===== src/rtl/core/svl_pkg.sv =====
// svl_pkg: shared constants of the stereo VU level meter.
// Register indexes, fixed field widths and reset values; no dependencies.
package svl_pkg;

	localparam int TOP_BITS = 8;   // sample bits kept before squaring
	localparam int SQ_W     = 15;  // width of one square (0..16384)
	localparam int WLEN_W   = 13;  // window_len register width
	localparam int DAMP_W   = 16;  // damping register width, Q0.16
	localparam int CFG_W    = 16;  // config write data width
	localparam int CFG_IDX_W = 2;  // config register index width
	localparam int LEVEL_W  = 15;  // emitted level width

	localparam logic [CFG_IDX_W-1:0] REG_WINDOW_LEN = 2'd0;
	localparam logic [CFG_IDX_W-1:0] REG_DAMPING    = 2'd1;

	localparam logic [WLEN_W-1:0] WINDOW_RESET  = 13'd2048;
	localparam logic [DAMP_W-1:0] DAMPING_RESET = 16'd9830;

	localparam logic KIND_PAIR = 1'b0;
	localparam logic KIND_IDLE = 1'b1;

endpackage


===== src/rtl/core/svl_front.sv =====
// svl_front: accepts beats, squares the top sample bits and sums per channel.
// Emits one job per finished window or idle beat. Uses svl_pkg.
module svl_front #(
	parameter int MAX_WINDOW  = 4096,
	parameter int SAMPLE_BITS = 16,
	parameter int SUM_W       = 27,
	parameter int LEN_W       = 13
) (
	input  logic                         clk,
	input  logic                         arst_n,
	input  logic                         accept,
	input  logic                         kind,
	input  logic signed [SAMPLE_BITS-1:0] left_sample,
	input  logic signed [SAMPLE_BITS-1:0] right_sample,
	input  logic [svl_pkg::WLEN_W-1:0]   window_len,
	output logic                         job_push,
	output logic [2*SUM_W+LEN_W-1:0]     job_data
);
	import svl_pkg::*;

	logic [SUM_W-1:0] left_sum_q, right_sum_q;
	logic [LEN_W-1:0] pair_count_q;
	logic [31:0] wl32, eff32;
	logic [LEN_W-1:0] eff_len, count_next;
	logic signed [SAMPLE_BITS-1:0] lsh, rsh;
	logic signed [TOP_BITS-1:0] top_l, top_r;
	logic signed [2*TOP_BITS-1:0] sq_l, sq_r;
	logic [SUM_W-1:0] lsum_next, rsum_next;
	logic win_done, is_idle;

	// Clamp the window length to 1..MAX_WINDOW.
	always_comb begin
		wl32 = 32'(window_len);
		if (wl32 == 32'd0) begin
			eff32 = 32'd1;
		end else if (wl32 > 32'(MAX_WINDOW)) begin
			eff32 = 32'(MAX_WINDOW);
		end else begin
			eff32 = wl32;
		end
		eff_len = eff32[LEN_W-1:0];
	end

	assign lsh   = left_sample >>> (SAMPLE_BITS - TOP_BITS);
	assign rsh   = right_sample >>> (SAMPLE_BITS - TOP_BITS);
	assign top_l = lsh[TOP_BITS-1:0];
	assign top_r = rsh[TOP_BITS-1:0];
	assign sq_l  = top_l * top_l;
	assign sq_r  = top_r * top_r;

	assign lsum_next  = left_sum_q + SUM_W'(sq_l[SQ_W-1:0]);
	assign rsum_next  = right_sum_q + SUM_W'(sq_r[SQ_W-1:0]);
	assign count_next = pair_count_q + 1'b1;
	assign is_idle    = (kind == KIND_IDLE);
	// End the window once the count reaches or passes the current length.
	assign win_done   = (count_next >= eff_len);

	assign job_push = accept & (is_idle | win_done);
	assign job_data = is_idle ? {{SUM_W{1'b0}}, {SUM_W{1'b0}}, LEN_W'(1)}
	                          : {lsum_next, rsum_next, eff_len};

	always_ff @(posedge clk or negedge arst_n) begin
		if (!arst_n) begin
			left_sum_q   <= '0;
			right_sum_q  <= '0;
			pair_count_q <= '0;
		end else if (accept) begin
			if (is_idle || win_done) begin
				left_sum_q   <= '0;
				right_sum_q  <= '0;
				pair_count_q <= '0;
			end else begin
				left_sum_q   <= lsum_next;
				right_sum_q  <= rsum_next;
				pair_count_q <= count_next;
			end
		end
	end

endmodule


===== config.mk =====
export PLATFORM = sky130hd
export DESIGN_NAME = svl_front
export DESIGN_NICKNAME = d
export VERILOG_FILES = /design/src/rtl/core/svl_pkg.sv /design/src/rtl/core/svl_front.sv
export SDC_FILE = /design/constraint.sdc
export NUM_CORES = 1
export LEC_CHECK = 0
export ABC_AREA = 1
export BUFFER_PORTS_ARGS = -buffer_cell sky130_fd_sc_hd__buf_4
export CELL_PAD_IN_SITES_DETAIL_PLACEMENT = 1
export CELL_PAD_IN_SITES_GLOBAL_PLACEMENT = 2
export CORE_UTILIZATION = 34
export CTS_CLUSTER_SIZE = 28
export DETAILED_ROUTE_END_ITERATION = 7
export PLACE_DENSITY = 0.85
export SKIP_LAST_GASP = 1
export SYNTH_ARGS = -nofsm -noshare
export SYNTH_HDL_FRONTEND = slang
export SYNTH_SLANG_ARGS = --single-unit

===== constraint.sdc =====
create_clock -name clk -period 5.9 [get_ports clk]
set_input_delay 0.295 -clock clk [delete_from_list [all_inputs] [get_ports clk]]
set_output_delay 0.295 -clock clk [all_outputs]
set_load 0.05 [all_outputs]

Word level (Yosys, flattened, before mapping)
Cells that the tools add are included.
{"block": "classes", "mul": 2, "n_reduce_logical": 2, "n_lt_le_gt_ge": 2, "add_sub_neg": 3, "bitwise_logic": 2, "muxes": 6}
{"op": "67-bit 2-to-1 mux", "n": 1}
{"op": "27-bit by 15-bit adder with 27-bit output", "n": 2}
{"op": "27-bit 2-to-1 mux", "n": 2}
{"op": "13-bit 2-to-1 mux", "n": 3}
{"op": "8-bit by 8-bit multiplier with 15-bit output", "n": 2}
{"op": "13-bit by 1-bit adder with 13-bit output (second input constant)", "n": 1}
{"op": "13-bit greater-or-equal comparator", "n": 1}
{"op": "13-bit > comparator (second input constant)", "n": 1}
{"op": "13-bit logical NOT", "n": 1}
{"op": "1-bit AND", "n": 1}
{"op": "1-bit logical OR", "n": 1}
{"op": "1-bit OR", "n": 1}
{"block": "word_totals", "word_cells": 20, "ff_bits": 67, "out_inout_bits": 68, "in_bits": 49}

Longest topological paths before layout
{"block": "depth", "word_depth": 6, "ltp_mapped": 36, "ltp_nobuf": 35}

Worst setup path after synthesis
OpenSTA, ideal clock, no wires.
{"block": "synth_timing", "path_type": "input port to output port", "from": "in left_sample[15]", "to": "out job_data[66]", "required_time_ns": 5.605, "setup_slack_ns": -0.037, "arrival_time_ns": 5.642, "n_path_buf": 1, "stages": 26, "cell_sequence": "clkbuf_1 nand2_1 inv_1 fa_1 inv_1 fa_1 inv_1 fa_1 inv_1 fa_1 inv_1 ha_1 inv_1 o21ai_0 a31oi_1 nand3_1 xor2_1 ha_1 nand2_1 nor2_2 nand2_1 nor3_2 nand2_1 nand2_1 nand2_1 a21oi_1"}
{"block": "synth_via", "elab_chain_cells": 3}
{"element": "from (decl)", "line": "svl_front.sv:13", "source": "input logic signed [SAMPLE_BITS-1:0] left_sample,"}
{"element": "8-bit by 8-bit multiplier with 15-bit output", "line": "svl_front.sv:48", "source": "assign sq_l = top_l * top_l;"}
{"element": "27-bit by 15-bit adder with 27-bit output", "line": "svl_front.sv:51", "source": "assign lsum_next = left_sum_q + SUM_W'(sq_l[SQ_W-1:0]);"}
{"element": "67-bit 2-to-1 mux", "line": "svl_front.sv:59", "source": "assign job_data = is_idle ? {{SUM_W{1'b0}}, {SUM_W{1'b0}}, LEN_W'(1)}"}
{"element": "to (decl)", "line": "svl_front.sv:17", "source": "output logic [2*SUM_W+LEN_W-1:0] job_data"}
Every way passes these cells.

Worst setup path in the final report
{"block": "layout_timing", "from": "in right_sample[9]", "to": "out job_data[33]"}
{"block": "layout_via", "elab_chain_cells": 3}
{"element": "from (decl)", "line": "svl_front.sv:14", "source": "input logic signed [SAMPLE_BITS-1:0] right_sample,"}
{"element": "8-bit by 8-bit multiplier with 15-bit output", "line": "svl_front.sv:49", "source": "assign sq_r = top_r * top_r;"}
{"element": "27-bit by 15-bit adder with 27-bit output", "line": "svl_front.sv:52", "source": "assign rsum_next = right_sum_q + SUM_W'(sq_r[SQ_W-1:0]);"}
{"element": "67-bit 2-to-1 mux", "line": "svl_front.sv:59"}
Every way passes these cells.

==> summary.md <==
The cell count after synthesis came out at 1631. In this run the deepest clock path goes through 2 buffers. After detailed routing, the number of remaining DRC violations is 6. The all-layer global routing usage was 20.2%; the horizontal die dimension was 180 µm. After clock tree synthesis, the clock-pin slew on the worst setup and hold paths is 0.07 ns. On the final layout, the worst clock skew is 0.0136 ns. Setup slack closes at 0.232 ns. Tracing the worst setup path back leads to its startpoint at right_sample[9].

The filler cells instantiated in the layout total 4001. Yosys printed 0 warnings. The final reports fail on DRC. The startpoint class of the critical path is an input port.

Together, buffers and inverters on the worst path number 9. At the placement stage, the worst setup path has a slack of -0.107 ns. The run gives 0 as the count of endpoints failing hold in the final timing report.

The wire length of the first global-routing pass was 53.5 mm; the post-detailed-placement cell area was 12200 µm². For this design, the CTS-stage hold fixing added 0 buffers. The detailed router placed 10.3k vias in this run. Clock latency on the worst-skew pair, taken at its later pin, is 0.35 ns.

For this block, the routed nets add up to 32.0 mm of wire. The worst pin sits at a relative slew slack of 34.7%. After synthesis the cells add up to 10700 µm². The via density per instance is 4.73. The floorplan has 64 rows. Placed wire-length estimate: 25.5 mm. The sort of element at the end of the critical path is a primary output.

The routed wire length per instance came out at 14.7 µm. Max-cap violations in this run came to 0. The summed negative setup slack over all endpoints came out at 0 ns. The run gives 1858 as the total nets after synthesis. The class of the tightest hold or removal check was in2async.

Setup repair after global routing could not meet its margin everywhere. The synthesized area per cell was 6.57 µm²; the required time at the endpoint of the critical path was 5.61 ns. The H-tree depth is 3.

The logs give 11.1k for the via count of the first global-routing pass and 9 for the number of buffers inserted during clock tree synthesis. The initial antenna violation count was 0. The largest single stage delay on the critical path is 0.56 ns. The measured slew at the worst slew-check pin works out to 0.980 ns. The starting density of the core is 34.8%, and the minimum period implied by the final worst setup slack is 5.67 ns. TritonCTS built the clock tree. Of the synthesized area, sequential elements account for 15.6%. The flow ran to the end, but the final reports show violations.

The number of nets in the layout came out at 2001. Among cell families on the critical path, the largest total delay comes from adder cells. 0 antenna diodes ended up in the layout. The slowest stage of the critical path is the sky130_fd_sc_hd__fa_1 cell.

The remaining antenna violation count is 0. The fraction of final layout cells with drive strength greater than 1 was 19.8%. The vertical extent of the die is 180 µm. The final design area excluding fillers was 13200 µm²; the total core area was 30800 µm². The count of boundary I/O pins was 117. Count of state elements after synthesis: 67. Setup violations remaining at the end of the flow were counted as 0. The portion of synthesized cell area occupied by the leading cell type is 19.0%, and the area added between synthesis and finish is 23.1%. The floorplan step defined a die boundary enclosing 32200 µm². The final weighted congestion in routability-driven placement was 0.818; the worst-path maximum fanout was 5.

The starting DRC count in detailed routing was 347; the clock net sink count was 67. The worst path uses 96.1% of the clock period. The run gives 0 as the count of pins over their slew limit. The total grt overflow was 0.

The netlist uses 39 different library cells. Arrival time reported for the critical path endpoint: 5.37 ns. The synthesized design spends more area on one cell type than any other, namely sky130_fd_sc_hd__nand2_1. By area the synthesized netlist is led by sky130_fd_sc_hd__nand2_1 19%, sky130_fd_sc_hd__dfrtp_1 16%, sky130_fd_sc_hd__fa_1 14%, sky130_fd_sc_hd__inv_1 13%, sky130_fd_sc_hd__ha_1 12%. In this run the critical register-to-register path is launched from pair_count_q[0]$_DFFE_PN0P_. Static timing analysis puts the maximum clock frequency at 176 MHz. The maximum number of pins on one net before global-route repair was 68. The number of search-and-repair iterations in the first detailed-routing pass came out at 7. Port buffering added 100 buffers. The worst setup path category was in2out. The cell sitting at the root of the clock tree is a sky130_fd_sc_hd__clkbuf_16.
## layer usage
layer  vias to the layer above  track usage, %  wire length, µm
li1                       5181               -                -
met3                        21            1.88              537
met2                        91            38.7            16600
met4                         0            3.31              361
met1                      4984            24.7            14500
met5                         -               0                0
## final cells by class
class	instances	area [µm²]	area share (%)
clock buffers	13	270	2.05
clock inverters	3	21.3	0.161
inverters	362	1360	10.3
multi-input cells	1165	8060	61.1
flip-flops and latches	67	1680	12.7
well taps	396	495	3.75
repair buffers	169	1320	9.98
## kinds of logic (layout without fill, tap and decap cells)
kind of cell / count (synthesis) / after routing / synth area share [%]
fa+ha+maj: 178 / 178 / 26.2
compound gates: 136 / 136 / 8.01
buf+inv: 399 / 547 / 14.7
xor+xnor: 64 / 64 / 5.23
simple gates: 787 / 787 / 30.3
flops: 67 / 67 / 15.6
## Yosys cell counts
cell,count
sky130_fd_sc_hd__a21o_1,6
sky130_fd_sc_hd__a21oi_1,60
sky130_fd_sc_hd__a21oi_2,2
sky130_fd_sc_hd__a31oi_1,4
sky130_fd_sc_hd__and2_1,7
sky130_fd_sc_hd__buf_2,3
sky130_fd_sc_hd__buf_6,6
sky130_fd_sc_hd__clkbuf_1,25
sky130_fd_sc_hd__clkbuf_8,2
sky130_fd_sc_hd__dfrtp_1,67
sky130_fd_sc_hd__dlygate4sd1_1,1
sky130_fd_sc_hd__fa_1,77
sky130_fd_sc_hd__ha_1,101
sky130_fd_sc_hd__inv_1,359
sky130_fd_sc_hd__inv_2,3
sky130_fd_sc_hd__nand2_1,542
sky130_fd_sc_hd__nand2_2,7
sky130_fd_sc_hd__nand2_4,1
sky130_fd_sc_hd__nand3_1,70
sky130_fd_sc_hd__nand3_2,4
sky130_fd_sc_hd__nand3b_1,8
sky130_fd_sc_hd__nand4_1,12
sky130_fd_sc_hd__nand4_2,1
sky130_fd_sc_hd__nor2_1,114
sky130_fd_sc_hd__nor2_2,4
sky130_fd_sc_hd__nor2_4,2
sky130_fd_sc_hd__nor3_1,9
sky130_fd_sc_hd__nor3_2,4
sky130_fd_sc_hd__nor4_1,1
sky130_fd_sc_hd__o2111ai_1,2
sky130_fd_sc_hd__o211ai_1,3
sky130_fd_sc_hd__o21ai_0,22
sky130_fd_sc_hd__o21ai_1,1
sky130_fd_sc_hd__o21ai_2,25
sky130_fd_sc_hd__o21bai_1,10
sky130_fd_sc_hd__o31ai_4,1
sky130_fd_sc_hd__or4_1,1
sky130_fd_sc_hd__xnor2_1,14
sky130_fd_sc_hd__xor2_1,50
## sequential cells by signal (all words and copies together) (netlist names)
name and count:
pair_count_q 13, left_sum_q 27, right_sum_q 27
## what timing repair did
item | 4_1_cts | 5_1_grt
setup endpoints to repair | 18 | 33
endpoints found under the hold margin | 0 | 0
buffers inserted | 2 | 6
gates resized for setup | 11 | 133
pin swaps | 3 | 43
## path summary, 6_finish.rpt
check	end	slack [ns]	cells after the start
worst min-delay path	left_sum_q[12]$_DFFE_PN0P_	0.10	1
worst min register to register	left_sum_q[10]$_DFFE_PN0P_	0.49	2
min in group clk	right_sum_q[15]$_DFFE_PN0P_	0.28	2
worst max register to register	left_sum_q[16]$_DFFE_PN0P_	2.36	16
worst max-delay path	job_data[33]	0.23	30
max in group asynchronous	pair_count_q[1]$_DFFE_PN0P_	5.16	1
## stage by stage
step	hold WS, ns	instances	utilization [%]
5_1_grt	0.186	2175	42.8
3_5_place_dp	0.477	2151	39.7
4_1_cts	0.150	2169	40.8
2_1_floorplan	-0.000591	1631	-
3_3_place_gp	0.468	2151	39.7
6_report	0.100	2175	42.8
## layout by cell type (no fill, tap or decap), drive strengths merged, types with 2 or more instances in the layout
cell type	synthesis	layout
a21o	6	6
a21oi	62	62
a31oi	4	4
and2	7	7
buf	9	169
clkbuf	27	13
clkinv	0	2
dfrtp	67	67
fa	77	77
ha	101	101
inv	362	362
nand2	550	550
nand3	74	74
nand3b	8	8
nand4	13	13
nor2	120	120
nor3	13	13
o2111ai	2	2
o211ai	3	3
o21ai	48	48
o21bai	10	10
xnor2	14	14
xor2	50	50
Power is not shown: default switching activity piles up to over one toggle a cycle in this logic, so the estimate is an artifact.
