## config.mk

```make
export PLATFORM = sky130hd
export DESIGN_NAME = svl_fifo
export DESIGN_NICKNAME = d
export VERILOG_FILES = /design/src/rtl/core/svl_fifo.sv
export SDC_FILE = /design/constraint.sdc
export NUM_CORES = 1
export LEC_CHECK = 0
export CAP_MARGIN = 20
export CORE_AREA = 2 2 43 45
export CTS_BUF_LIST = sky130_fd_sc_hd__clkbuf_8
export CTS_CLUSTER_DIAMETER = 40
export DETAILED_ROUTE_END_ITERATION = 6
export DIE_AREA = 0 0 45 47
export DONT_BUFFER_PORTS = 1
export PLACE_DENSITY = 0.69
export SETUP_SLACK_MARGIN = 0.15
export SYNTH_ARGS = -nofsm -noshare
export SYNTH_HDL_FRONTEND = slang
export SYNTH_SLANG_ARGS = --single-unit
```

## constraint.sdc

```tcl
create_clock -name clk -period 2.7 [get_ports clk]
set_input_delay 0.27 -clock clk [delete_from_list [all_inputs] [get_ports clk]]
set_output_delay 0.27 -clock clk [all_outputs]
set_load 0.005 [all_outputs]
```

## src/rtl/core/svl_fifo.sv

```systemverilog
// svl_fifo: small register queue with push/full and pop/valid sides.
// Generic payload width and depth; no package dependencies.
module svl_fifo #(
	parameter int WIDTH = 8,
	parameter int DEPTH = 2
) (
	input  logic             clk,
	input  logic             arst_n,
	input  logic             push,
	input  logic [WIDTH-1:0] wdata,
	output logic             full,
	input  logic             pop,
	output logic [WIDTH-1:0] rdata,
	output logic             valid
);
	localparam int PTR_W = (DEPTH > 1) ? $clog2(DEPTH) : 1;
	localparam int CNT_W = $clog2(DEPTH + 1);
	localparam logic [PTR_W-1:0] LAST = PTR_W'(DEPTH - 1);
	localparam logic [CNT_W-1:0] CNT_FULL = CNT_W'(DEPTH);

	logic [WIDTH-1:0] mem_q [DEPTH];
	logic [PTR_W-1:0] wr_ptr_q, rd_ptr_q;
	logic [CNT_W-1:0] count_q;
	logic do_push, do_pop;

	assign full    = (count_q == CNT_FULL);
	assign valid   = (count_q != '0);
	assign do_push = push & ~full;
	assign do_pop  = pop & valid;
	assign rdata   = mem_q[rd_ptr_q];

	always_ff @(posedge clk) begin
		if (do_push) begin
			mem_q[wr_ptr_q] <= wdata;
		end
	end

	always_ff @(posedge clk or negedge arst_n) begin
		if (!arst_n) begin
			wr_ptr_q <= '0;
			rd_ptr_q <= '0;
			count_q  <= '0;
		end else begin
			if (do_push) begin
				wr_ptr_q <= (wr_ptr_q == LAST) ? '0 : wr_ptr_q + 1'b1;
			end
			if (do_pop) begin
				rd_ptr_q <= (rd_ptr_q == LAST) ? '0 : rd_ptr_q + 1'b1;
			end
			if (do_push && !do_pop) begin
				count_q <= count_q + 1'b1;
			end else if (do_pop && !do_push) begin
				count_q <= count_q - 1'b1;
			end
		end
	end

endmodule

```

# Word level (Yosys, flattened, before mapping)
# Memory sizes are Yosys's and may differ from the RTL's.
# Cells that the tools add are included.
totals:
  regBits: 4
  ram_bits: 16
  wordCells: 24
  out_inout_bits: 10
  n_memories: 1
  input_bits: 12
classes:
  n_reduce_logical: 6
  n_addsub: 4
  eq_ne: 1
  muxes: 6
  bitwise: 3
mem_list:
  columns: ["memory", "depth", "width", "read_ports", "rd_ports_with_merged_regs", "wr", "line_no", "source"]
  rows:
  - ["mem_q", 2, 8, 1, 0, 1, "21", "logic [WIDTH-1:0] mem_q [DEPTH];"]
op_table:
  columns: ["operator", "count"]
  rows:
  - ["$mux 1", 4]
  - ["$mux 2", 2]
  - ["$reduce_bool 2->1", 2]
  - ["$add 1x1->1 const B", 2]
  - ["$add 2x1->2 const B", 1]
  - ["$and 1x1->1", 2]
  - ["$eq 2x2->1 const B", 1]
  - ["$logic_and 1x1->1", 2]
  - ["$logic_not 1->1", 2]
  - ["$sub 2x1->2 const B", 1]
  - ["$not 1->1", 1]

# Longest topological paths before layout
# Gate-level depths: netlist of run 1.
depth:
  depth_word: 7
  depth_mapped: 7
  depth_no_buf: 7

# Least setup slack after synthesis of run 1
# OpenSTA, ideal clock, no wires.
synth_path:
  path_type: "register to register"
  start: "register count_q[0]"
  end: "register count_q[1]"
  setup_time_ns: 0.079
  synth_period_minus_slack_ns: 1.365
  arrival_time_ns: 1.286
  stages_incl_launch_ff: 7
  n_path_buf: 0
  setup_slack_ns: 1.335
  required_ns: 2.621
  cell_sequence: "dfrtp_1 nand2b_1 nand2_1 inv_1 ha_1 nor2_1 xor2_1"
synth_via:
  elab_chain_cells: 6
  word_cells_on_any_way: 14
  classes_between: "add/sub: 2; eq/ne: 1; mux: 2; bitwise: 3; reduce/logical: 6"
synth_lines:
  columns: ["element", "line_no", "source"]
  rows:
  - ["start: declaration", "23", "logic [CNT_W-1:0] count_q;"]
  - ["start signal: assignment", "51", "count_q <= count_q + 1'b1;"]
  - ["start signal: assignment", "53", "count_q <= count_q - 1'b1;"]
  - ["$eq 2x2->1 (*)", "26", "assign full = (count_q == CNT_FULL);"]
  - ["$not 1->1 (*)", "28", "assign do_push = push & ~full;"]
  - ["$and 1x1->1 (*)", "28", null]
  - ["named net do_push", "24", "logic do_push, do_pop;"]
  - ["$logic_not 1->1", "52", "end else if (do_pop && !do_push) begin"]
  - ["$logic_and 1x1->1", "52", null]
  - ["$reduce_bool 2->1 (no line)", null, null]
# Mark *: on every way through the listed nets, which the timed path passes. The rest lies on a longest branch. The select of a mux whose other input is x is not followed.
# A chain may end at the register's enable or synchronous reset.

# Worst setup path in the final report of run 1
layout_path:
  start: "register count_q[0]"
  end: "memory mem_q[0][5], enable pin"
layout_via:
  elab_chain_cells: 5
layout_lines:
  columns: ["element", "line_no", "source"]
  rows:
  - ["$eq 2x2->1", "26", null]
  - ["$not 1->1", "28", null]
  - ["$and 1x1->1", "28", null]
  - ["$mux 1", "33", "if (do_push) begin"]
  - ["$mux 1 (not written as such)", "34", "mem_q[wr_ptr_q] <= wdata;"]
  - ["end: declaration", "21", null]
# No other way between the ends.

==> results.cfg, run 1 <==
[clock_network]
numClockSinks = 20
path_clk_slew_ps = 70
tritoncts.num_buffers = 3
cts_resized = 0
cts.htree.levels = 1
postCtsSetupRepairBufs = 0
cts_hold_repair.buffers = 1
clk_latency_ps = 240
tritoncts_clock_tree = yes
max-clock-path-buffers = 2
clockRootBuffer = clkbuf_8

[sta]
max-slew-margin-rel = 0.558
report.final.setup_viol = 0
tns_ps = 0
fmaxAchievable_mhz = 627
clock-skew-final_ps = 0.900
final.min_clock_period_ps = 1590
timing.final.max_slew_violations = 0
setup_repair_after_global_routing_missed_its_margin = false
worst-slew-pin-transition_ps = 661
smallest_setup_slack_after_layout_ps = 1110
min_period_over_period = 0.591
final-hold-violation-count = 0

[min_path]
hold_path.class = input pin to flip-flop
worst_hold_path.endpoint = mem_q[0][2]
holdPathStages = 0
hold_path.startpoint = wdata[2]

[route]
ant_nets = 0
route.detailed.wl_per_inst_um = 17.0
initialDrtViolationCount = 4
drt-total-wl_um = 1100
vias = 352
detail_route.drc_violations = 0
post_drt_via_cell_ratio = 5.42
drt-pass1-iter-count = 4

[pwr]
worst_ir_drop_vdd_uv = 618
leakage_uw = 0.000323
power.density_cell_area_nw_per_um2 = 1080

[synth]
post_synth_num_cell_types = 14
ys_warn_count = 0
synth_sequential_area_ratio = 0.741
synthesis.nets = 57
netlist_instances = 44
synthesis.area_um2 = 783
yosys_register_bits = 20
syn-mean-instance-area_um2 = 17.8

[finish]
antenna-diode-count = 0
post_route_cells_drive_above_1_share = 0.125
final.fill_count = 137
area_delta_synth_final_pct = 10.4
layout.nets = 62
design_area_um2 = 865

[global_route]
first_global_vias = 388
global_route.overflow_total = 0
largest_net_degree_at_the_start_of_global_routing = 12
number_of_antenna_violations_at_the_first_check_in_global_routing = 0
grt_first_pass_wirelength_um = 1770
gr-usage-all-layers = 0.122

[worst_setup_path]
worst-r2r-setup-slack_ps = 1110
rr_endpoint = mem_q[0][5]
critical_path_class = flip-flop to flip-flop
worstPathArrival_ps = 1480
critical_path.max_fanout = 8
r2r-start = count_q[0]
cp_data_required_time_ps = 2580
nature_of_the_critical_path_startpoint = flip-flop
cp-end-kind = flip-flop
worstRegToRegCells = 3

[place]
placed_area_um2 = 800
place_congestion = 0.639
placement.io_buffers = 0
dp_hpwl_um = 858
place_worst_setup_slack_ps = 1090

[status]
status = finished clean

[floorplan]
floorplan.initialDensity = 0.474
area_of_the_core_um2 = 1650
chipHeight_um = 47
num_io_pins = 22
area_of_the_die_um2 = 2120
placement_rows = 15
die_width_um = 45

[job]
timing.max_cap.violations = 0
-- report_power, final --
| part | internal [µW] | total [µW] | switching (µW) |
|---|---|---|---|
| logic | 109 | 226 | 117 |
| registers | 432 | 496 | 63.7 |
| clock network | 129 | 214 | 85.1 |
| total | 670 | 936 | 266 |
-- routing by layer --
metal	vias up	track usage	wire length, µm
met3	4	0.0385	102
met2	15	0.229	623
li1	162	-	-
met4	0	0.0353	8
met5	-	0	0
met1	171	0.133	367
-- placed cells by master (no fill, tap or decap), types with 2 or more instances in the layout --
cell / n
nor2_1: 2
inv_1: 2
xnor2_1: 3
dfrtp_1: 4
clkbuf_8: 4
xor2_1: 2
mux2_1: 8
edfxtp_1: 16
-- sequential cells by signal (all words and copies together), names as in the netlist --
name / count
count_q: 2
mem_q: 16
rd_ptr_q: 1
wr_ptr_q: 1
-- through the flow --
step	hold WS, ps	util	instances	total power (µW)
global placement	-25.5	0.484	60	709
detailed placement	-25.5	0.484	60	735
floorplan	-25.6	-	44	682
global route	104	0.523	65	1000
finish	116	0.523	65	936
CTS	109	0.523	65	953
-- worst max-delay path, stage by stage (launching register included) --
cell      delay (ps)
dfrtp_1          420
nand2b_1         170
nand2_1          120
nor2_1           530
-- worst max-delay path by stage --
| stage | to | slack, ps | start |
|---|---|---|---|
| CTS | mem_q[0][3] | 1080 | count_q[0] |
| global route | mem_q[0][0] | 990 | count_q[0] |
| floorplan | count_q[1] | 1330 | count_q[0] |
| finish | mem_q[0][5] | 1110 | count_q[0] |
| global placement | mem_q[0][7] | 1170 | count_q[0] |
| detailed placement | mem_q[0][4] | 1090 | count_q[0] |
-- cell type report --
| type | count | area [µm²] | area share |
|---|---|---|---|
| multi-input cells | 21 | 190 | 0.220 |
| well taps | 17 | 21.3 | 0.0246 |
| flip-flops and latches | 20 | 581 | 0.671 |
| clock buffers | 4 | 55.1 | 0.0637 |
| inverters | 2 | 7.51 | 0.00868 |
| repair buffers | 1 | 10.0 | 0.0116 |
-- cell families (layout without fill, tap and decap cells) --
kind of cell	Yosys count	in the layout	synth area share
muxes	8	8	0.115
and+or+nand+nor	7	7	0.0559
adders and majority gates	1	1	0.0160
buffers and inverters	3	7	0.0160
DFF	20	20	0.741
xor gates and xnor gates	5	5	0.0559
-- cell usage after synthesis --
library cell | number | area (µm²)
xnor2_1 | 3 | 26.3
nand2b_1 | 1 | 6.26
buf_2 | 1 | 5.00
nand2_1 | 1 | 3.75
nor2_1 | 2 | 7.51
ha_1 | 1 | 12.5
inv_1 | 2 | 7.51
xor2_1 | 2 | 17.5
mux2_1 | 8 | 90.1
nand2_4 | 1 | 11.3
edfxtp_1 | 16 | 480
or2_4 | 1 | 8.76
dfrtp_1 | 4 | 100
and3_1 | 1 | 6.26
No activity file was read; power rests on OpenSTA's default activity.
==> run 2, diff against run 1 <==
Settings changed: ABC_AREA set to 1, CORE_AREA 2 2 43 45 to 2 2 44 46, DIE_AREA 0 0 45 47 to 0 0 46 48, PLACE_DENSITY 0.69 to 0.71.
Clock period 2.7 ns to 1.45 ns, I/O delays scaled along.
==> results.cfg, run 2 <==
[worst_setup_path]
worstPathArrival_ps = 1400
critPathTopFamily = flip-flops
worstRegToRegCells = 7
timing.critical_path.buf_inv = 1
worst_path_max_delay_cell = dfrtp_2
cp_data_required_time_ps = 1590
critical_path_class = flip-flop to flip-flop
cp.depth = 7
critical_path.max_fanout = 5
cp-end-kind = flip-flop
critical_path.max_stage_delay_ps = 450
cp_cell_sequence = nor2_4, nor2_4, ha_4, inv_1, nand3_1, nand2_1, nand2_1
nature_of_the_critical_path_startpoint = flip-flop

[route]
route.detailed.wl_per_inst_um = 13.1
detail_route.drc_violations = 0
drt-pass1-iter-count = 3
ant_nets = 0
post_drt_via_cell_ratio = 5.07
initialDrtViolationCount = 6
vias = 532
drt-total-wl_um = 1380

[synth]
yosysMostFrequentCell = nand2_1
ys_warn_count = 0
yosys_register_bits = 20
syn-mean-instance-area_um2 = 11.2
post_synth_main_area_contributors = edfxtp_1 59%, nand2_1 15%, dfrtp_1 12%, inv_1 2.8%, nand2_2 2.3%
synthesis.nets = 86
post_synth_num_cell_types = 15
synthesis.area_um2 = 818
asyncSetResetFlopFracSynth = 0.200
number_of_enable_type_register_cells_in_the_synthesized_netlist = 16
ys_dominant_reg_cell = edfxtp_1
synth_top_area_cell = edfxtp_1
synth_largest_type_area_fraction = 0.587
synth_sequential_area_ratio = 0.709
synth_commonest_cells = 32 x nand2_1, 16 x edfxtp_1, 6 x inv_1, 4 x dfrtp_1, 3 x nand2_2
netlist_instances = 73

[sta]
tns_ps = 0
worst-slew-pin-transition_ps = 325
report.final.setup_viol = 0
final.min_clock_period_ps = 1260
fmaxAchievable_mhz = 795
setup_repair_after_global_routing_missed_its_margin = true
final-hold-violation-count = 0
max-slew-margin-rel = 0.781
min_period_over_period = 0.867
clock-skew-final_ps = 3.67
timing.final.max_slew_violations = 0

[min_path]
hold_path.class = input pin to flip-flop
holdPathStages = 2

[finish]
commonest_non_fill_non_tap_cells_in_the_layout = 32 x nand2_1, 16 x edfxtp_1, 9 x dlygate4sd3_1
top_register = mem_q
layout.nets = 102
regArea_um2 = 583
design_area_um2 = 1040
mostFrequentLayoutCell = nand2_1
final.fill_count = 145
antenna-diode-count = 0
area_delta_synth_final_pct = 27.7
biggestRegsByFlops = mem_q: 16 flops, count_q: 2 flops
multi_input_area_um2 = 223
post_route_cells_drive_above_1_share = 0.227
largest_register_ffs = 16

[place]
placed_area_um2 = 850
placement.io_buffers = 0
dp_hpwl_um = 972
place_congestion = 0.601

[status]
status = finished clean

[clock_network]
cts.htree.levels = 1
clockRootBuffer = clkbuf_8
path_clk_slew_ps = 70
max-clock-path-buffers = 2
tritoncts_clock_tree = yes
numClockSinks = 20
tritoncts.num_buffers = 3
clk_latency_ps = 250

[job]
timing.max_cap.violations = 0

[floorplan]
die_width_um = 46
num_io_pins = 22
area_of_the_core_um2 = 1690
floorplan.initialDensity = 0.484
chipHeight_um = 48
area_of_the_die_um2 = 2210
placement_rows = 15

[global_route]
largest_net_degree_at_the_start_of_global_routing = 13
gr-usage-all-layers = 0.134
grt_first_pass_wirelength_um = 1980
number_of_antenna_violations_at_the_first_check_in_global_routing = 0
first_global_vias = 481
global_route.overflow_total = 0

[pwr]
power.density_cell_area_nw_per_um2 = 1990
worst_ir_drop_vdd_uv = 1360
leakage_uw = 0.000440
-- run 2: cell types whose count changed in the layout (fill, tap and decap cells not counted), sizes merged, moves of 2 or more --
cell and change:
inv +5, dlygate4sd3 +8, buf +3, nand2 +33, xnor2 -2, mux2 -8
xor2 -2, nand3 +2
-- run 2: stage by stage --
stage	setup slack, ps	instances	utilization	hold slack [ps]	total power, µW
2_1_floorplan	170	73	-	-151	1340
3_3_place_gp	101	90	0.503	-151	1430
3_5_place_dp	84.0	90	0.503	-151	1460
4_1_cts	125	104	0.604	37.8	2050
5_1_grt	114	105	0.619	43.6	2220
6_report	193	105	0.619	38.7	2070
-- run 2: area by class of cell --
type | instances | share of cell area
clock buffers | 3 | 0.0395
clock inverters | 1 | 0.0287
inverters | 8 | 0.0323
multi-input cells | 44 | 0.213
flip-flops and latches | 20 | 0.558
well taps | 17 | 0.0204
repair buffers | 12 | 0.108
-- run 2: logic make-up after synthesis --
family,synth area share
and+or+nand+nor,0.216
DFF,0.709
buffers and inverters,0.0428
AOI/OAI and AO/OA,0.00611
xor gates and xnor gates,0.0107
adders and majority gates,0.0153
-- run 2: per-layer routing --
layer	up-vias	part of all wire	global-route usage
met5	-	0	0
met3	2	0.036	0.0302
met1	257	0.40	0.125
met4	0	0.0065	0.0857
met2	12	0.56	0.258
li1	261	-	-
-- run 2: final timing paths --
kind / startpoint / endpoint / slack [ps]
setup / recovery: count_q[0] / count_q[1] / 190
max in group asynchronous: arst_n / rd_ptr_q / 1080
setup reg to reg: count_q[0] / count_q[1] / 190
min in group asynchronous: arst_n / wr_ptr_q / 170
hold reg to reg: wr_ptr_q / wr_ptr_q / 490
hold / removal: pop / rd_ptr_q / 40
-- run 2: worst register-to-register path: stages (launching register included) --
cell and delay (ps):
dfrtp_2 450, nor2_4 160, nor2_4 60, ha_4 230, inv_1 60, nand3_1 80, nand2_1 60, nand2_1 50
-- run 2: where the power goes --
part	internal (µW)	leakage, µW	switching, µW	total [µW]
clock network	368	0.0000357	168	535
logic	238	0.000209	386	623
registers	804	0.000195	111	916
total	1410	0.000440	665	2070
-- run 2: timing repair --
item / in CTS / in global routing
endpoints found under the setup margin: 9 / 17
gates resized for setup: 2 / 3
setup buffers: 1 / 1
pin swaps: 1 / 1
hold endpoints to repair: 20 / 0
hold buffers: 9 / 0
