File: config.mk
export PLATFORM = sky130hd
export DESIGN_NAME = svl_back
export DESIGN_NICKNAME = d
export VERILOG_FILES = /design/src/rtl/core/svl_pkg.sv /design/src/rtl/core/svl_back.sv
export SDC_FILE = /design/constraint.sdc
export NUM_CORES = 2
export LEC_CHECK = 0
export BUFFER_PORTS_ARGS = -buffer_cell sky130_fd_sc_hd__buf_2
export CAP_MARGIN = 20
export CELL_PAD_IN_SITES_DETAIL_PLACEMENT = 0
export CELL_PAD_IN_SITES_GLOBAL_PLACEMENT = 1
export CORE_ASPECT_RATIO = 1.4
export CORE_MARGIN = 5
export CORE_UTILIZATION = 39
export DETAILED_ROUTE_END_ITERATION = 6
export PLACE_DENSITY = 0.75
export SETUP_SLACK_MARGIN = 0.1
export SKIP_LAST_GASP = 1
export SLEW_MARGIN = 20
export SYNTH_ARGS = -nofsm -noshare
export SYNTH_HDL_FRONTEND = slang
export SYNTH_SLANG_ARGS = --single-unit
export TNS_END_PERCENT = 20
File: constraint.sdc
create_clock -name clk -period 12.2 [get_ports clk]
set_input_delay 0.61 -clock clk [delete_from_list [all_inputs] [get_ports clk]]
set_output_delay 0.61 -clock clk [all_outputs]
set_load 0.01 [all_outputs]
File: src/rtl/core/svl_pkg.sv
// svl_pkg: shared constants of the stereo VU level meter.
// Register indexes, fixed field widths and reset values; no dependencies.
package svl_pkg;

	localparam int TOP_BITS = 8;   // sample bits kept before squaring
	localparam int SQ_W     = 15;  // width of one square (0..16384)
	localparam int WLEN_W   = 13;  // window_len register width
	localparam int DAMP_W   = 16;  // damping register width, Q0.16
	localparam int CFG_W    = 16;  // config write data width
	localparam int CFG_IDX_W = 2;  // config register index width
	localparam int LEVEL_W  = 15;  // emitted level width

	localparam logic [CFG_IDX_W-1:0] REG_WINDOW_LEN = 2'd0;
	localparam logic [CFG_IDX_W-1:0] REG_DAMPING    = 2'd1;

	localparam logic [WLEN_W-1:0] WINDOW_RESET  = 13'd2048;
	localparam logic [DAMP_W-1:0] DAMPING_RESET = 16'd9830;

	localparam logic KIND_PAIR = 1'b0;
	localparam logic KIND_IDLE = 1'b1;

endpackage

File: src/rtl/core/svl_back.sv
// svl_back: divides each window sum by its length, one quotient bit a cycle,
// then smooths both levels with a split multiply. Uses svl_pkg.
module svl_back #(
	parameter int SUM_W     = 27,
	parameter int LEN_W     = 13,
	parameter int FRAC_BITS = 16
) (
	input  logic                         clk,
	input  logic                         arst_n,
	input  logic                         job_valid,
	input  logic [2*SUM_W+LEN_W-1:0]     job_data,
	output logic                         job_pop,
	input  logic [svl_pkg::DAMP_W-1:0]   damping,
	input  logic                         res_full,
	output logic                         res_push,
	output logic [2*svl_pkg::LEVEL_W-1:0] res_data
);
	import svl_pkg::*;

	localparam int LVL_W = SUM_W + FRAC_BITS;
	localparam int HALF  = (LVL_W + 1) / 2;
	localparam int HI_W  = LVL_W - HALF;
	localparam int P_W   = LVL_W + DAMP_W;
	localparam int STEP_CNT_W = $clog2(SUM_W);
	localparam logic [STEP_CNT_W-1:0] LAST_STEP = STEP_CNT_W'(SUM_W - 1);

	localparam logic [1:0] ST_IDLE = 2'd0;
	localparam logic [1:0] ST_DIV  = 2'd1;
	localparam logic [1:0] ST_MUL  = 2'd2;
	localparam logic [1:0] ST_UPD  = 2'd3;

	logic [1:0] state_q;
	logic [STEP_CNT_W-1:0] step_q;
	logic [LEN_W-1:0] len_q;
	logic [SUM_W-1:0] quo_l_q, quo_r_q;
	logic [LEN_W-1:0] rem_l_q, rem_r_q;
	logic [LVL_W-1:0] left_smoothed_q, right_smoothed_q;
	logic [HALF+DAMP_W-1:0] plo_l_q, plo_r_q;
	logic [HI_W+DAMP_W-1:0] phi_l_q, phi_r_q;
	logic neg_l_q, neg_r_q;

	logic [LEN_W:0] trial_l, trial_r, diff_tl, diff_tr;
	logic bit_l, bit_r;
	logic signed [LVL_W:0] diff_l, diff_r;
	logic [LVL_W:0] absd_l, absd_r;
	logic [P_W-1:0] p_l, p_r;
	logic [P_W:0] pc_l, pc_r;
	logic [LVL_W-1:0] step_l, step_r, lvl_l_next, lvl_r_next;

	// Restoring division step for both channels.
	assign trial_l = {rem_l_q, quo_l_q[SUM_W-1]};
	assign trial_r = {rem_r_q, quo_r_q[SUM_W-1]};
	assign diff_tl = trial_l - {1'b0, len_q};
	assign diff_tr = trial_r - {1'b0, len_q};
	assign bit_l   = (trial_l >= {1'b0, len_q});
	assign bit_r   = (trial_r >= {1'b0, len_q});

	// Signed distance from level to the new target mean.
	assign diff_l = $signed({1'b0, quo_l_q, {FRAC_BITS{1'b0}}})
	              - $signed({1'b0, left_smoothed_q});
	assign diff_r = $signed({1'b0, quo_r_q, {FRAC_BITS{1'b0}}})
	              - $signed({1'b0, right_smoothed_q});
	assign absd_l = diff_l[LVL_W] ? LVL_W'(-diff_l) : LVL_W'(diff_l);
	assign absd_r = diff_r[LVL_W] ? LVL_W'(-diff_r) : LVL_W'(diff_r);

	// Recombine partial products; a negative step rounds away from zero (floor).
	assign p_l  = (P_W'(phi_l_q) << HALF) + P_W'(plo_l_q);
	assign p_r  = (P_W'(phi_r_q) << HALF) + P_W'(plo_r_q);
	assign pc_l = {1'b0, p_l} + (neg_l_q ? (P_W+1)'({DAMP_W{1'b1}}) : '0);
	assign pc_r = {1'b0, p_r} + (neg_r_q ? (P_W+1)'({DAMP_W{1'b1}}) : '0);
	assign step_l = pc_l[DAMP_W +: LVL_W];
	assign step_r = pc_r[DAMP_W +: LVL_W];
	assign lvl_l_next = neg_l_q ? left_smoothed_q - step_l : left_smoothed_q + step_l;
	assign lvl_r_next = neg_r_q ? right_smoothed_q - step_r : right_smoothed_q + step_r;

	assign job_pop  = (state_q == ST_IDLE) & job_valid;
	assign res_push = (state_q == ST_UPD) & ~res_full;
	assign res_data = {lvl_l_next[FRAC_BITS +: LEVEL_W], lvl_r_next[FRAC_BITS +: LEVEL_W]};

	always_ff @(posedge clk) begin
		case (state_q)
			ST_IDLE: begin
				quo_l_q <= job_data[LEN_W+SUM_W +: SUM_W];
				quo_r_q <= job_data[LEN_W +: SUM_W];
				len_q   <= job_data[LEN_W-1:0];
				rem_l_q <= '0;
				rem_r_q <= '0;
			end
			ST_DIV: begin
				quo_l_q <= {quo_l_q[SUM_W-2:0], bit_l};
				quo_r_q <= {quo_r_q[SUM_W-2:0], bit_r};
				rem_l_q <= bit_l ? diff_tl[LEN_W-1:0] : trial_l[LEN_W-1:0];
				rem_r_q <= bit_r ? diff_tr[LEN_W-1:0] : trial_r[LEN_W-1:0];
			end
			ST_MUL: begin
				plo_l_q <= absd_l[HALF-1:0] * damping;
				phi_l_q <= absd_l[LVL_W-1:HALF] * damping;
				plo_r_q <= absd_r[HALF-1:0] * damping;
				phi_r_q <= absd_r[LVL_W-1:HALF] * damping;
				neg_l_q <= diff_l[LVL_W];
				neg_r_q <= diff_r[LVL_W];
			end
			default: begin
			end
		endcase
	end

	always_ff @(posedge clk or negedge arst_n) begin
		if (!arst_n) begin
			state_q          <= ST_IDLE;
			step_q           <= '0;
			left_smoothed_q  <= '0;
			right_smoothed_q <= '0;
		end else begin
			case (state_q)
				ST_IDLE: begin
					step_q <= '0;
					if (job_valid) begin
						state_q <= ST_DIV;
					end
				end
				ST_DIV: begin
					step_q <= step_q + 1'b1;
					if (step_q == LAST_STEP) begin
						state_q <= ST_MUL;
					end
				end
				ST_MUL: begin
					state_q <= ST_UPD;
				end
				ST_UPD: begin
					// Hold until the result queue has room.
					if (!res_full) begin
						left_smoothed_q  <= lvl_l_next;
						right_smoothed_q <= lvl_r_next;
						state_q          <= ST_IDLE;
					end
				end
				default: begin
					state_q <= ST_IDLE;
				end
			endcase
		end
	end

endmodule

### Word level (Yosys, flattened, before mapping)

Index checks and enable logic that the tools add are counted.

| operators by class | value |
|---|---|
| bitwise logic cells | 3 |
| multiplexer cells | 17 |
| add/sub/neg operators | 15 |
| multipliers | 4 |
| equal/unequal tests | 7 |
| $lt $le $gt $ge | 2 |
| reduce and logical (&&, ||, !) cells | 4 |

Operators by type and width:

| kind | count |
|---|---|
| $mux 43 | 4 |
| $add 59x16->59 | 2 |
| $add 59x38->59 | 2 |
| $pmux 27 s2 | 2 |
| $sub 43x43->44 | 2 |
| $add 43x43->43 | 2 |
| $neg 43->43 | 2 |
| $sub 43x43->43 | 2 |
| $mul 22x16->38 | 2 |
| $mul 21x16->37 | 2 |
| $pmux 13 s2 | 2 |
| $mux 16 | 2 |
| $ge 14x13->1 | 2 |
| $mux 13 | 2 |
| $sub 13x13->13 | 2 |
| $pmux 5 s2 | 1 |
| $pmux 2 s4 | 1 |
| $mux 2 | 3 |
| $ne 2x2->1 const B | 3 |
| $add 5x1->5 const B | 1 |
| $eq 5x5->1 const B | 1 |
| $eq 2x2->1 const B | 2 |
| $reduce_and 3->1 | 1 |
| $and 1x1->1 | 2 |
| other kinds (5) | 5 |

| storage, ports and cells | value |
|---|---|
| flip-flop bits (word level) | 338 |
| logic and storage cells | 67 |

### Depth between registers and ports, before layout

| logic depth | value |
|---|---|
| depth in word-level cells | 4 |
| gate-level depth with buffers | 46 |

### Worst setup path after synthesis

OpenSTA, ideal clock, no wires.

| timing | value |
|---|---|
| path type | reg2reg |
| start | register right_smoothed_q[0] |
| end | register phi_r_q[36], data pin |
| slack | 1.644 ns |
| data arrival time | 10.296 ns |
| buffers on the path | 3 |
| clock period less this slack | 10.556 ns |
| cell stages (with the launch flop) | 44 |
| path through | dfrtp_1 clkbuf_1 clkbuf_1 inv_1 ha_1 nor4b_4 nand4_1 o21ai_1 a21oi_1 o21ai_0 a41o_1 or4_4 or4_1 or2_1 nor3_4 inv_1 o21ai_0 xnor2_1 [8 not listed] inv_1 fa_1 fa_1 ha_1 a21o_1 a21o_1 a21o_1 a21oi_1 o21bai_1 a2111oi_0 a21o_1 a31oi_1 o211ai_1 o21ai_0 a21oi_1 nor2_1 nor2_1 xnor2_1 |

| between the ends | value |
|---|---|
| word-level cells in the longest chain between the ends | 4 |

Ends and longest elaborated chain:

| element | line | source |
|---|---|---|
| start, declared | svl_back.sv:37 | `logic [LVL_W-1:0] left_smoothed_q, right_smoothed_q;` |
| start signal, assigned | svl_back.sv:135 | `right_smoothed_q <= lvl_r_next;` |
| $sub 43x43->44 * | svl_back.sv:62 | `- $signed({1'b0, right_smoothed_q});` |
| $neg 43->43 | svl_back.sv:64 | `assign absd_r = diff_r[LVL_W] ? LVL_W'(-diff_r) : LVL_W'(diff_r);` |
| $mux 43 * | svl_back.sv:64 |  |
| $mul 21x16->37 * | svl_back.sv:99 | `phi_r_q <= absd_r[LVL_W-1:HALF] * damping;` |
| end signal, assigned | svl_back.sv:99 |  |
| end, declared | svl_back.sv:39 | `logic [HI_W+DAMP_W-1:0] phi_l_q, phi_r_q;` |

Mark *: on every way between the ends. The rest lies on a longest branch, timed or not.
A chain may end at the register's enable or synchronous reset.

### Final worst setup path

| timing | value |
|---|---|
| start | register left_smoothed_q[6] |
| end | register plo_l_q[36], data pin |

| between the ends | value |
|---|---|
| word-level cells in the longest chain between the ends | 4 |

Ends and longest elaborated chain:

| element | line | source |
|---|---|---|
| start, declared | svl_back.sv:37 |  |
| start signal, assigned | svl_back.sv:134 | `left_smoothed_q <= lvl_l_next;` |
| $sub 43x43->44 * | svl_back.sv:60 | `- $signed({1'b0, left_smoothed_q});` |
| $neg 43->43 | svl_back.sv:63 | `assign absd_l = diff_l[LVL_W] ? LVL_W'(-diff_l) : LVL_W'(diff_l);` |
| $mux 43 * | svl_back.sv:63 |  |
| $mul 22x16->38 * | svl_back.sv:96 | `plo_l_q <= absd_l[HALF-1:0] * damping;` |
| end signal, assigned | svl_back.sv:96 |  |
| end, declared | svl_back.sv:38 | `logic [HALF+DAMP_W-1:0] plo_l_q, plo_r_q;` |

Marked as above.

==> impl_metrics.json <==
{
  "synthMuxAreaShare_pct": 1.36,
  "synth-seq-cells": 338,
  "clock_path_buffers": 3,
  "core_area_um2": 182000,
  "ys_seq_area_share_pct": 13.6,
  "drv_cap": 0,
  "antenna_found_initial": 18,
  "critPathMaxStageDelay_ns": 0.73,
  "grt_pass1_vias": 59300,
  "finalMaxSlewViolations": 0,
  "vias": 55200,
  "post_cts_buffers": 0,
  "final_cell_area_um2": 76000,
  "hold_class": "in -> async",
  "cts-root-buf": "clkbuf_16",
  "nFillCells": 18200,
  "grt_max_degree": 65,
  "clk_pin_slew_worst_paths_ns": 0.08,
  "syn_to_final_growth_pct": 6.41,
  "cp.required_ns": 12.52,
  "register_area_um2": 9680,
  "dp_hpwl_um": 162000,
  "synth-xor-area-share_pct": 6.41,
  "crit_arrival_ns": 11.91,
  "ios": 119,
  "status": "complete, no violations",
  "critPathKind": "reg -> reg",
  "drt-total-wl_um": 202000,
  "drt_iter0_drc": 3152,
  "synth_ff_type": "edfxtp_1",
  "die_w_um": 372,
  "final_common_cell": "inv_1",
  "rows": 185,
  "end_kind": "flop",
  "io_buffers": 118,
  "grt.total_usage_pct": 21.2,
  "drtPass1Iterations": 6,
  "tns_ns": 0,
  "die_area_um2": 192000,
  "layout_common_cells": "inv_1, nand2_1, fa_1",
  "nNetsFinal": 9834,
  "ctsHoldBuffers": 0,
  "place_congestion": 0.881,
  "yosys.area_share.simple_pct": 17.3,
  "grt_pass1_wl_um": 324000,
  "numClockSinks": 338,
  "start_kind": "flop",
  "synth_area_um2": 71400,
  "syn-num-nets": 9910,
  "yosysWarnings": 0,
  "period_minus_slack_ns": 11.59,
  "max_slew_margin_pct": 23.3,
  "ys_types": 100,
  "syn_avg_cell_area_um2": 8.86,
  "overflow": 0,
  "synth_top_family_by_area": "adder cells",
  "async_flop_share_pct": 27.5,
  "synth-compound-area-share_pct": 9.83,
  "drc": 0,
  "drive_gt1_share_pct": 5.71,
  "rsz0062_at_grt": "yes",
  "syn_inst": 8061,
  "hold_violations": 0,
  "finalCritPeriodShare_pct": 95.0,
  "synth-edff-count": 245,
  "viasPerCell": 5.28,
  "clock_skew_ns": 0.0551,
  "worst_slew_pin_slew_ns": 1.14,
  "setup_violations": 0,
  "ctsResizeCount": 0,
  "postPlaceCellArea_um2": 74600,
  "wire_per_inst_um": 19.3,
  "multi_input_area_um2": 55200,
  "slowest_stage": "a2111oi_1",
  "synthAdderAreaFrac_pct": 42.3,
  "cp_common_cell": "fa_1",
  "start_util_pct": 39.3,
  "rrSetupSlack_ns": 0.61,
  "htree_levels": 2,
  "max_freq_mhz": 86.3,
  "path_max_fanout": 16,
  "cts_buffers": 39,
  "insertion_delay_ns": 0.63,
  "postRouteAntennaNets": 0,
  "die_h_um": 516,
  "cts_tree": "yes"
}
stage by stage:
| stage | utilization (%) | hold slack (ns) | std cells | setup WS (ns) |
|---|---|---|---|---|
| 3_5_place_dp | 41.0 | 0.519 | 10400 | 0.261 |
| 6_report | 41.8 | 0.0511 | 10500 | 0.613 |
| 2_1_floorplan | - | 0.314 | 8061 | 1.64 |
| 3_3_place_gp | 41.0 | 0.501 | 10400 | 0.524 |
| 5_1_grt | 41.8 | 0.107 | 10500 | 0.00469 |
| 4_1_cts | 41.7 | 0.0551 | 10400 | 0.103 |
cell usage after synthesis (all sizes together), types with 36 or more instances:
library cell / instances / share of area (%)
nor2: 298 / 1.6
nor3: 93 / 0.71
mux2: 57 / 0.90
xnor2: 351 / 4.3
xor2: 171 / 2.1
buf: 61 / 0.54
and2: 511 / 4.5
nand2b: 77 / 0.67
o21bai: 50 / 0.53
clkbuf: 303 / 1.6
a31oi: 36 / 0.32
and3: 45 / 0.39
fa: 1088 / 30
ha: 674 / 12
dfrtp: 93 / 3.3
nand4: 39 / 0.34
nand3: 89 / 0.64
edfxtp: 245 / 10
nand2: 1130 / 5.9
o31ai: 36 / 0.40
inv: 1351 / 7.1
o21ai: 273 / 1.9
nor2b: 89 / 0.78
a21o: 146 / 1.5
a21oi: 301 / 2.1
o21a: 41 / 0.43
cells by family after synthesis:
group	count (synthesis)
xor gates and xnor gates	522
AOI/OAI and AO/OA	1096
and+or+nand+nor	2537
adders and majority gates	1762
DFF	338
buffers and inverters	1716
muxes	90
path summary, 6_finish.rpt:
kind,startpoint,endpoint,cells after the start
max in group asynchronous,arst_n,left_smoothed_q[7],2
worst min register to register,left_smoothed_q[33],left_smoothed_q[33],2
worst min-delay path,arst_n,right_smoothed_q[23],1
min in group clk,job_data[3],len_q[3],1
worst max-delay path,left_smoothed_q[6],plo_l_q[36],37
worst max register to register,left_smoothed_q[6],plo_l_q[36],37
flip-flops by register name (all words and copies together) (netlist names), 2 cells and up:
name              count
rem_l_q              13
len_q                13
quo_l_q              27
rem_r_q              13
phi_r_q              37
step_q                5
plo_l_q              38
right_smoothed_q     43
left_smoothed_q      43
phi_l_q              37
quo_r_q              27
state_q               2
plo_r_q              38
worst max-delay path, delay by kind of cell, from the launching register on:
family / cells / cell delay (ns)
and+or+nand+nor: 7 / 2.14
AOI/OAI and AO/OA: 14 / 4.15
buffers and inverters: 7 / 0.88
xor gates and xnor gates: 2 / 0.23
adders and majority gates: 7 / 3.38
DFF: 1 / 0.50
area by class of cell:
class | count | area share (%)
antenna | 12 | 0.0395
clock buffer | 43 | 1.30
clock inverter | 28 | 0.466
inverter | 1352 | 6.68
multi-input combinational | 6007 | 72.7
sequential | 338 | 12.7
tap | 2431 | 4.00
timing repair buffer | 246 | 2.06
timing repair inverter | 1 | 0.00988
routing by layer:
| layer | track usage (%) | vias to the layer above | routed length (um) |
|---|---|---|---|
| li1 | - | 25500 | - |
| met1 | 25.9 | 28100 | 82300 |
| met2 | 38.8 | 1262 | 104000 |
| met3 | 2.46 | 352 | 9280 |
| met4 | 7.14 | 6 | 7160 |
| met5 | 0 | - | 41 |
Power is left out: the tool's default activity adds up to more than one toggle a clock period on the data nets, which glitch-free logic cannot reach.
